[config.mk]
export PLATFORM = sky130hd
export DESIGN_NAME = two_button_short_long_press
export DESIGN_NICKNAME = d
export VERILOG_FILES = /design/src/hdl/tbslp_pkg.sv /design/src/hdl/tbslp_cfg_regs.sv /design/src/hdl/tbslp_in_reg.sv /design/src/hdl/tbslp_core.sv /design/src/hdl/tbslp_out_reg.sv /design/src/hdl/two_button_short_long_press.sv
export VERILOG_INCLUDE_DIRS = /design/src /design/src/hdl
export SDC_FILE = /design/constraint.sdc
export NUM_CORES = 1
export LEC_CHECK = 0
export BUFFER_PORTS_ARGS = -buffer_cell sky130_fd_sc_hd__buf_2
export CAP_MARGIN = 20
export CORE_MARGIN = 5
export CORE_UTILIZATION = 40
export CTS_BUF_LIST = sky130_fd_sc_hd__clkbuf_2
export CTS_CLUSTER_SIZE = 25
export DETAILED_ROUTE_END_ITERATION = 12
export PLACE_DENSITY = 0.68
export SLEW_MARGIN = 25
export SYNTH_ARGS = -nofsm -noshare
export SYNTH_HDL_FRONTEND = slang
export SYNTH_SLANG_ARGS = --single-unit
[constraint.sdc]
create_clock -name clk -period 3.6 [get_ports clk]
set_input_delay 0.72 -clock clk [delete_from_list [all_inputs] [get_ports clk]]
set_output_delay 0.72 -clock clk [all_outputs]
set_load 0.1 [all_outputs]
[src/hdl/two_button_short_long_press_macros.svh]
// Assertion macros for the two-button short/long press qualifier.
`ifndef TWO_BUTTON_SHORT_LONG_PRESS_MACROS_SVH
`define TWO_BUTTON_SHORT_LONG_PRESS_MACROS_SVH

`ifndef SYNTH

// Consequence must hold in the same cycle as the antecedent.
`define TBSLP_ASSERT_NOW(label, clk, rst, ante, cons, msg) \
  label: assert property (@(posedge clk) disable iff (rst) (ante) |-> (cons)) \
    else $error(msg);

// Consequence must hold in the cycle after the antecedent.
`define TBSLP_ASSERT_NEXT(label, clk, rst, ante, cons, msg) \
  label: assert property (@(posedge clk) disable iff (rst) (ante) |=> (cons)) \
    else $error(msg);

`else

`define TBSLP_ASSERT_NOW(label, clk, rst, ante, cons, msg)
`define TBSLP_ASSERT_NEXT(label, clk, rst, ante, cons, msg)

`endif

`endif

[src/hdl/tbslp_pkg.sv]
// Types and constants shared by the two-button short/long press qualifier.
`timescale 1ns / 1ps
`default_nettype none

package tbslp_pkg;

  localparam int SampleW = 5;
  localparam int BeepEndW = 7;
  localparam int LongW = 8;
  localparam int RearmW = 8;
  localparam int CountW = 8;
  localparam int CfgDataW = 8;
  localparam int CfgIndexW = 3;
  localparam int CodeW = 3;

  localparam logic [SampleW-1:0] SAMPLE_TICK_RESET = 5'd10;
  localparam logic [BeepEndW-1:0] BEEP_END_TICK_RESET = 7'd28;
  localparam logic [LongW-1:0] LONG_PRESS_TICK_RESET = 8'd124;
  localparam logic [RearmW-1:0] REARM_TICK_RESET = 8'd210;

  localparam logic [CountW-1:0] JUMP_AFTER_SAMPLE = 8'd24;
  localparam logic [CountW-1:0] JUMP_AFTER_REPORT = 8'd200;
  localparam logic [CountW-1:0] COUNT_MAX = 8'd255;

  localparam logic [1:0] FUNC_TICK = 2'd0;
  localparam logic [1:0] FUNC_EDGE = 2'd1;
  localparam logic [1:0] FUNC_READ = 2'd2;

  localparam logic [CfgIndexW-1:0] CFG_SAMPLE_TICK = 3'd0;
  localparam logic [CfgIndexW-1:0] CFG_BEEP_END_TICK = 3'd1;
  localparam logic [CfgIndexW-1:0] CFG_LONG_PRESS_TICK = 3'd2;
  localparam logic [CfgIndexW-1:0] CFG_REARM_TICK = 3'd3;

  localparam logic [CodeW-1:0] CODE_NONE = 3'd0;
  localparam logic [CodeW-1:0] CODE_TOP_SHORT = 3'd1;
  localparam logic [CodeW-1:0] CODE_BOTTOM_SHORT = 3'd2;
  localparam logic [CodeW-1:0] CODE_TOP_LONG = 3'd3;
  localparam logic [CodeW-1:0] CODE_BOTTOM_LONG = 3'd4;

  typedef struct packed {
    logic [1:0] func;
    logic       top_level;
    logic       bottom_level;
  } item_t;

  typedef struct packed {
    logic             buzzer;
    logic [CodeW-1:0] press_code;
    logic             busy_res;
  } result_t;

  typedef struct packed {
    logic [SampleW-1:0]  sample_tick;
    logic [BeepEndW-1:0] beep_end_tick;
    logic [LongW-1:0]    long_press_tick;
    logic [RearmW-1:0]   rearm_tick;
  } cfg_t;

  typedef struct packed {
    logic              running;
    logic [CountW-1:0] phase_count;
  } status_t;

endpackage

`default_nettype wire

[src/hdl/tbslp_cfg_regs.sv]
// Configuration registers for the two-button short/long press qualifier.
`timescale 1ns / 1ps
`default_nettype none

module tbslp_cfg_regs
  import tbslp_pkg::*;
(
  input  wire logic                 clk,
  input  wire logic                 rst,
  input  wire logic                 cfg_we,
  input  wire logic [CfgIndexW-1:0] cfg_index,
  input  wire logic [CfgDataW-1:0]  cfg_data,
  output cfg_t                      cfg
);

  always_ff @(posedge clk) begin
    if (rst) begin
      cfg.sample_tick <= SAMPLE_TICK_RESET;
      cfg.beep_end_tick <= BEEP_END_TICK_RESET;
      cfg.long_press_tick <= LONG_PRESS_TICK_RESET;
      cfg.rearm_tick <= REARM_TICK_RESET;
    end else if (cfg_we) begin
      // Values are cut to the register width; unknown indexes are dropped.
      case (cfg_index)
        CFG_SAMPLE_TICK: cfg.sample_tick <= cfg_data[SampleW-1:0];
        CFG_BEEP_END_TICK: cfg.beep_end_tick <= cfg_data[BeepEndW-1:0];
        CFG_LONG_PRESS_TICK: cfg.long_press_tick <= cfg_data[LongW-1:0];
        CFG_REARM_TICK: cfg.rearm_tick <= cfg_data[RearmW-1:0];
        default: ;
      endcase
    end
  end

endmodule

`default_nettype wire

[src/hdl/tbslp_in_reg.sv]
// Input register stage holding one request for the core.
`timescale 1ns / 1ps
`default_nettype none

module tbslp_in_reg
  import tbslp_pkg::*;
(
  input  wire logic clk,
  input  wire logic rst,
  input  wire logic item_valid,
  output logic      item_stall,
  input  item_t     item,
  input  wire logic take,
  output logic      held_valid,
  output item_t     held
);

  logic load;

  // The stage refills in the same cycle that its request moves on.
  assign item_stall = held_valid && !take;
  assign load = item_valid && !item_stall;

  always_ff @(posedge clk) begin
    if (rst) begin
      held_valid <= 1'b0;
    end else if (load) begin
      held_valid <= 1'b1;
    end else if (take) begin
      held_valid <= 1'b0;
    end
  end

  always_ff @(posedge clk) begin
    if (load) begin
      held <= item;
    end
  end

endmodule

`default_nettype wire

[src/hdl/tbslp_core.sv]
// Press sequencer state and its single-pass update for each request.
`timescale 1ns / 1ps
`default_nettype none

module tbslp_core
  import tbslp_pkg::*;
(
  input  wire logic clk,
  input  wire logic rst,
  input  cfg_t      cfg,
  input  wire logic fire,
  input  item_t     held,
  output result_t   result_next,
  output status_t   status
);

  logic [CountW-1:0] phase_count;
  logic              running;
  logic              latched_bottom;
  logic [CodeW-1:0]  pending_code;
  logic              buzzer_state;

  logic [CountW-1:0] phase_count_next;
  logic              running_next;
  logic              latched_bottom_next;
  logic [CodeW-1:0]  pending_code_next;
  logic              buzzer_state_next;
  logic [CodeW-1:0]  code;

  logic [CountW-1:0] c_mid;
  logic              idle_now;
  logic              released;
  logic              hit_sample;
  logic              in_beep;
  logic              hit_long;
  logic              in_rearm;

  assign released = !held.top_level && !held.bottom_level;
  assign hit_sample = phase_count == {{(CountW-SampleW){1'b0}}, cfg.sample_tick};
  assign in_beep = (phase_count >= {{(CountW-BeepEndW){1'b0}}, cfg.beep_end_tick})
                && (phase_count < cfg.long_press_tick);
  assign hit_long = phase_count == cfg.long_press_tick;
  assign in_rearm = phase_count >= cfg.rearm_tick;

  always_comb begin
    phase_count_next = phase_count;
    running_next = running;
    latched_bottom_next = latched_bottom;
    pending_code_next = pending_code;
    buzzer_state_next = buzzer_state;
    code = CODE_NONE;
    c_mid = phase_count;
    idle_now = 1'b0;

    case (held.func)
      FUNC_TICK: begin
        if (running) begin
          if (hit_sample) begin
            if (held.top_level) begin
              latched_bottom_next = 1'b0;
              c_mid = JUMP_AFTER_SAMPLE;
              buzzer_state_next = 1'b1;
            end else if (held.bottom_level) begin
              latched_bottom_next = 1'b1;
              c_mid = JUMP_AFTER_SAMPLE;
              buzzer_state_next = 1'b1;
            end else begin
              idle_now = 1'b1;
            end
          end else if (in_beep) begin
            buzzer_state_next = 1'b0;
            if (released) begin
              pending_code_next = latched_bottom ? CODE_BOTTOM_SHORT : CODE_TOP_SHORT;
              c_mid = JUMP_AFTER_REPORT;
            end
          end else if (hit_long) begin
            pending_code_next = latched_bottom ? CODE_BOTTOM_LONG : CODE_TOP_LONG;
            c_mid = JUMP_AFTER_REPORT;
          end else if (in_rearm && released) begin
            idle_now = 1'b1;
          end

          if (idle_now) begin
            running_next = 1'b0;
            phase_count_next = '0;
          end else if (c_mid != COUNT_MAX) begin
            phase_count_next = c_mid + 1'b1;
          end else begin
            phase_count_next = c_mid;
          end
        end
      end
      FUNC_EDGE: begin
        if (!running) begin
          running_next = 1'b1;
          phase_count_next = '0;
        end
      end
      FUNC_READ: begin
        code = pending_code;
        pending_code_next = CODE_NONE;
      end
      default: ;
    endcase

    result_next.buzzer = buzzer_state_next;
    result_next.press_code = code;
    result_next.busy_res = running_next;
  end

  always_ff @(posedge clk) begin
    if (rst) begin
      phase_count <= '0;
      running <= 1'b0;
      latched_bottom <= 1'b0;
      pending_code <= CODE_NONE;
      buzzer_state <= 1'b0;
    end else if (fire) begin
      phase_count <= phase_count_next;
      running <= running_next;
      latched_bottom <= latched_bottom_next;
      pending_code <= pending_code_next;
      buzzer_state <= buzzer_state_next;
    end
  end

  assign status.running = running;
  assign status.phase_count = phase_count;

endmodule

`default_nettype wire

[src/hdl/tbslp_out_reg.sv]
// Result register that holds one result until downstream takes it.
`timescale 1ns / 1ps
`default_nettype none

module tbslp_out_reg
  import tbslp_pkg::*;
(
  input  wire logic clk,
  input  wire logic rst,
  input  wire logic load,
  input  result_t   result_next,
  output logic      ready,
  output logic      result_valid,
  input  wire logic result_stall,
  output result_t   result
);

  assign ready = !result_valid || !result_stall;

  always_ff @(posedge clk) begin
    if (rst) begin
      result_valid <= 1'b0;
    end else if (ready) begin
      result_valid <= load;
    end
  end

  always_ff @(posedge clk) begin
    if (load) begin
      result <= result_next;
    end
  end

endmodule

`default_nettype wire

[src/hdl/two_button_short_long_press.sv]
// Top level of the two-button short/long press qualifier.
//
//   Channel  Direction  Handshake                Payload
//   item     in         item_valid / item_stall  item_t: func, top_level, bottom_level
//   result   out        result_valid / result_stall  result_t: buzzer, press_code, busy_res
//   cfg      in         cfg_we                   cfg_index, cfg_data
//
// One request per clock cycle is accepted while the result channel does not stall; its
// result passes through the input register and the result register around the state update.
// Each accepted request gives exactly one result.
// Reset clears the press state and loads the register defaults; no clearing pass.
// A stalled result holds the result register, which then stalls the input register.
`timescale 1ns / 1ps
`default_nettype none

`include "two_button_short_long_press_macros.svh"

module two_button_short_long_press
  import tbslp_pkg::*;
(
  input  wire logic                 clk,
  input  wire logic                 rst,
  input  wire logic                 item_valid,
  output logic                      item_stall,
  input  item_t                     item,
  output logic                      result_valid,
  input  wire logic                 result_stall,
  output result_t                   result,
  input  wire logic                 cfg_we,
  input  wire logic [CfgIndexW-1:0] cfg_index,
  input  wire logic [CfgDataW-1:0]  cfg_data
);

  cfg_t    cfg;
  item_t   held;
  logic    held_valid;
  logic    ready;
  logic    fire;
  result_t result_next;
  status_t status;

  assign fire = held_valid && ready;

  tbslp_cfg_regs u_cfg (
    .clk       (clk),
    .rst       (rst),
    .cfg_we    (cfg_we),
    .cfg_index (cfg_index),
    .cfg_data  (cfg_data),
    .cfg       (cfg)
  );

  tbslp_in_reg u_in (
    .clk        (clk),
    .rst        (rst),
    .item_valid (item_valid),
    .item_stall (item_stall),
    .item       (item),
    .take       (ready),
    .held_valid (held_valid),
    .held       (held)
  );

  tbslp_core u_core (
    .clk         (clk),
    .rst         (rst),
    .cfg         (cfg),
    .fire        (fire),
    .held        (held),
    .result_next (result_next),
    .status      (status)
  );

  tbslp_out_reg u_out (
    .clk          (clk),
    .rst          (rst),
    .load         (fire),
    .result_next  (result_next),
    .ready        (ready),
    .result_valid (result_valid),
    .result_stall (result_stall),
    .result       (result)
  );

  `TBSLP_ASSERT_NOW(a_idle_count_zero, clk, rst, !status.running, status.phase_count == '0, "phase count not zero while idle")
  `TBSLP_ASSERT_NOW(a_code_range, clk, rst, result_valid, result.press_code <= CODE_BOTTOM_LONG, "press code out of range")
  `TBSLP_ASSERT_NOW(a_stall_full, clk, rst, item_stall, held_valid && result_valid && result_stall, "input stalled without a full pipeline")
  `TBSLP_ASSERT_NEXT(a_fire_gives_result, clk, rst, fire, result_valid, "accepted request gave no result")

endmodule

`default_nettype wire

# After elaboration in Yosys (flattened, before gate mapping)
# Index checks and enable logic that the tools add are counted.
[classes]
n_shift = 0
bitwise = 0
multipliers = 0
addsub = 1
n_eq_ne = 13
order_cmp = 3
n_div = 0
n_mux = 42
reduce_logical = 26
[ops]
columns = ["op", "count"]
rows = [
  ["$mux W8", 12],
  ["$mux W1", 20],
  ["$mux W3", 6],
  ["$pmux W8 S2", 1],
  ["$add A8 B1 Y8 const B", 1],
  ["$eq A8 B5 Y1", 1],
  ["$eq A8 B8 Y1", 1],
  ["$ge A8 B7 Y1", 1],
  ["$ge A8 B8 Y1", 1],
  ["$lt A8 B8 Y1", 1],
  ["$ne A8 B8 Y1 const B", 1],
  ["$reduce_and A2 Y1", 4],
  ["$reduce_bool A2 Y1", 4],
  ["$eq A3 B2 Y1 const B", 2],
  ["$logic_and A1 B1 Y1", 6],
  ["$logic_not A1 Y1", 6],
  ["$pmux W3 S2", 1],
  ["$reduce_and A6 Y1", 1],
  ["$reduce_and A5 Y1", 1],
  ["$ne A2 B2 Y1 const B", 2],
  ["$reduce_and A4 Y1", 1],
  ["$eq A3 B1 Y1 const B", 1],
  ["$logic_not A3 Y1", 1],
  ["$ne A3 B1 Y1 const B", 1],
  ["8 further kinds", 8],
]
[word_totals]
latch_bits = 0
memories = 0
mem_bits_rw = 0
inputBits = 20
rom_bits = 0
reg_bits = 53

# Logic depth before layout (Yosys ltp)
[depth]
ltp_word = 12
depth_mapped = 17
ltp_nobuf = 16

# Modules after synthesis
# Synthesis repeated with hierarchy kept, for this count alone.
[hier_totals]
cells_unflattened = 356
area_unflattened_um2 = 3279.4
[by_module_without_submodules]
columns = ["module", "cells_each", "area_per_inst_um2", "n_inst"]
rows = [
  ["tbslp_core", 224, 1754.2, 1],
  ["tbslp_cfg_regs", 114, 1166.1, 1],
  ["tbslp_out_reg", 9, 182.7, 1],
  ["tbslp_in_reg", 8, 170.2, 1],
  ["two_button_short_long_press", 1, 6.3, 1],
]

# Least setup slack after synthesis
# No wires, ideal clock.
[synth_timing]
path_type = "register to register"
start = "reg u_core.phase_count[1]"
end = "reg u_core.phase_count[5]"
path_stages_with_launch = 16
slack_ns = 0.464
period_less_slack_ns = 3.136
n_path_buf = 1
arrival_ns = 3.045
path_cell_list = "dfxtp_1 -> ha_1 -> nor2b_1 -> o211ai_1 -> a21oi_1 -> nor3_4 -> mux2i_1 -> buf_6 -> nor2_1 -> and2_1 -> ha_1 -> and3_1 -> nor2b_1 -> nor2_1 -> a211o_1 -> a311oi_1"
[synth_via]
elab_chain_cells = 11
[synth_lines]
columns = ["element", "line_no", "source"]
rows = [
  ["start, declared", "tbslp_core.sv:17", "logic [CountW-1:0] phase_count;"],
  ["start signal, assigned", "tbslp_core.sv:119", "phase_count <= phase_count_next;"],
  ["$ge A8 B7 Y1 (tied with other cells)", "tbslp_core.sv:40", "assign in_beep = (phase_count >= {{(CountW-BeepEndW){1'b0}}, cfg.beep_end_tick})"],
  ["$logic_and A1 B1 Y1 (tied with other cells)", "tbslp_core.sv:41", "&& (phase_count < cfg.long_press_tick);"],
  ["$mux W8 / $mux W1 (equally long branches)", "tbslp_core.sv:70, tbslp_core.sv:79", ""],
  ["$mux W8 / $mux W1 (equally long branches)", "tbslp_core.sv:58, tbslp_core.sv:76", ""],
  ["$mux W8 / $mux W1 (equally long branches)", "tbslp_core.sv:57, tbslp_core.sv:70", ""],
  ["$mux W8 / $mux W1 (equally long branches)", "tbslp_core.sv:55, tbslp_core.sv:58", ""],
  ["$add A8 B1 Y8 (tied with other cells)", "tbslp_core.sv:87", "phase_count_next = c_mid + 1'b1;"],
  ["$mux W8 / $mux W1 (equally long branches)", "tbslp_core.sv:86, tbslp_core.sv:55", ""],
  ["$mux W8 *", "tbslp_core.sv:83", "if (idle_now) begin"],
  ["$mux W8 *", "tbslp_core.sv:57", "if (running) begin"],
  ["$pmux W8 S2 *", "tbslp_core.sv:55", "case (held.func)"],
]
# Every way passes the cells marked *; elsewhere a longest branch is shown, timed or not. The select of a mux whose other input is x is not followed.
# A chain may end at the register's enable or synchronous reset.

# Worst setup path in the final report
[layout_timing]
start = "reg u_core.phase_count[0]"
end = "reg u_core.phase_count[2]"
# The elaborated chain is that of the path after synthesis.

==> metrics.cfg <==
[run_status]
run_status=finished clean

[clock_tree]
h-tree-depth=2
cts_tree=done
ctsHoldBuffers=0
clock_latency_ps=440
cts_buffers=5
clock_sinks=53
clk_pin_slew_worst_paths_ps=270
cts_buffer_depth=2
cts_root_buf=clkbuf_2

[worst_setup_path]
worstPathMaxFanout=6
crit_type=reg2reg
cp-end-kind=flip-flop
startpoint=u_core.phase_count[0]$_SDFFE_PP0P_
cp.arrival_ps=3700
startpoint_type=flip-flop
cp.required_ps=3990
r2r-start=u_core.phase_count[0]$_SDFFE_PP0P_

[place]
dp_hpwl_um=4740
dp.cells=453
portBuffers=26
routabilityCongestion=0.8155

[min_path]
hold_start=item[1]
min_path_type=in2reg

[final_layout]
final_nets=408
nFillCells=709
antennaDiodeCount=0
synthToLayoutAreaGrowth_pct=12.53
post-route-util=0.4589
fin_cells=463
drive_above_1_share=0.1566

[sta]
min_period_ps=3316
hold_violations=0
setup_viol=0
worst_pin_slew_ps=876.0
fmax_mhz=301.6
final.setup.tns_ps=0
slew_viol_final=0
relSlewSlack=0.4138
skew_ps=14.98
rsz0062_at_grt=no
finalCritPeriodShare=0.9210

[synthesis]
synthTopCellsByArea=dfxtp_1 (30%), ha_1 (11%), edfxtp_1 (9.2%)
synth_top_area_cell=dfxtp_1
ys_warn_count=0
ys_seq_elements=53
synthArstFlopShare=0
ys.flop_type=dfxtp_1
netlist_instances=329
synth_edf_count=9
synth_seq_area_share=0.3933
synth_area_sq_um=2927
synth_top_area_frac=0.3010
synth.avg_cell_area_sq_um=8.895
synth.distinct_cells=54
synth_nets=374

[routing]
drt-met1-wl_um=2850
routed_wl_um=6243
drtIter0Drc=138
met3_length_um=292
wl_met2_um=2989
viasPerCell=5.281
drc=0
wl_per_cell_um=13.48
highest_layer=met4
drtPass1Iterations=4
ant_nets=0
vias=2445

[grt]
grt_use_total=0.1470
grt_pass1_vias=2319
grt_max_degree=46
antenna_found_initial=0
overflow=0
grt_pass1_wl_um=10610

[die]
fp.dieArea_sq_um=9127
rows=31
start_util=0.4078
core_area_sq_um=7176
die_y_um=95.54
ios=27
dieWidth_um=95.54

[power]
peakVddDrop_mv=0.1794
power.leakage_uw=0.001384
p_per_area_nw_per_um2=320.0

[flow_run]
cap_violations=0

## per-layer routing
layer | global-route usage | vias to the layer above
met4 | 0.05213 | 0
met1 | 0.1896 | 1138
met2 | 0.2461 | 55
li1 | - | 1242
met5 | 0 | -
met3 | 0.02526 | 10
## final cells by class
cell class / instances / area, sq um / area share
Clock buffer: 6 / 30.03 / 0.009119
Inverter: 27 / 101.3 / 0.03078
Multi-Input combinational cell: 241 / 1644 / 0.4992
Tap cell: 99 / 123.9 / 0.03761
Timing Repair Buffer: 35 / 197.7 / 0.06003
Clock inverter: 2 / 38.79 / 0.01178
Sequential cell: 53 / 1157 / 0.3514
## final timing paths
kind                                                            to  slack (ps)  cells past startpoint
worst min-delay path                        u_in.held[1]$_DFFE_PP_         420                      1
worst min register to register           u_cfg.cfg[2]$_SDFFE_PP0P_         480                      2
worst max-delay path            u_core.phase_count[2]$_SDFFE_PP0P_         280                     16
worst max register to register  u_core.phase_count[2]$_SDFFE_PP0P_         280                     16
## what timing repair did
action                     in CTS  in global routing
setup endpoints to repair       0                  3
buffers inserted                0                  2
resized for setup               0                  6
## metrics by stage
step	setup slack, ps	cell area [sq um]	hold slack, ps	power [uW]
floorplan	464.3	2927	436.3	713.3
global placement	322.0	3196	444.9	742.6
detailed placement	197.9	3196	451.8	744.9
CTS	129.3	3264	401.1	1065
global route	45.05	3293	365.7	1103
finish	284.3	3293	422.5	1054
## cell usage after synthesis (all sizes together) (5+ instances only)
cell / number
edfxtp: 9
nand3: 8
nor2: 38
and2: 5
xor2: 5
ha: 25
dfxtp: 44
nand4: 5
a31oi: 5
a211o: 12
nand2: 34
nand3b: 5
clkbuf: 7
mux2i: 11
and3: 6
o21ai: 12
nor2b: 8
a21oi: 19
inv: 27
nor3: 5
## power by group
part           internal [uW]  switching, uW  leakage, uW
registers                620           9.33     0.000445
clock network            123            198    0.0000436
logic                   32.6           70.2     0.000895
total                    776            278      0.00138
## cells by family after synthesis
family,synth area share
xor gates and xnor gates,0.01796
adders and majority gates,0.1069
muxes,0.03762
DFF,0.3933
AOI/OAI and AO/OA,0.1736
and+or+nand+nor,0.2232
buffers and inverters,0.04746
## registers in the layout, indices dropped and copies added, names as in the netlist
| name | count |
|---|---|
| u_cfg.cfg | 28 |
| u_core.buzzer_state | 1 |
| u_core.latched_bottom | 1 |
| u_core.pending_code | 3 |
| u_core.phase_count | 8 |
| u_core.running | 1 |
| u_in.held | 4 |
| u_in.held_valid | 1 |
| u_out.result | 5 |
| u_out.result_valid | 1 |
## worst max-delay path, cell delays in order (launching register included)
cell      delay, ps
dfxtp_4         440
inv_1           100
ha_1            300
nor2b_1          40
o21ai_1         160
a31oi_2         130
nor3_4          280
mux2i_1         170
or2_1           300
nor2_1          110
ha_1            210
and3_1          220
nand2b_1        150
nand3_1         120
nor3_1           50
a211o_1         240
a211oi_1        220
## placed cells by master (no fill, tap or decap), drive strengths merged, types with 5 or more instances in the layout
master  count
nand2      34
o21ai      12
nand4       5
mux2i      11
and2        5
inv        28
nor2b       8
and3        6
a211o      12
xor2        5
a31oi       5
nand3b      5
ha         25
a21oi      19
nand3       8
nor2       38
buf        35
dfxtp      44
edfxtp      9
clkbuf      6
nor3        5
Power figures use the tool's default switching activity.
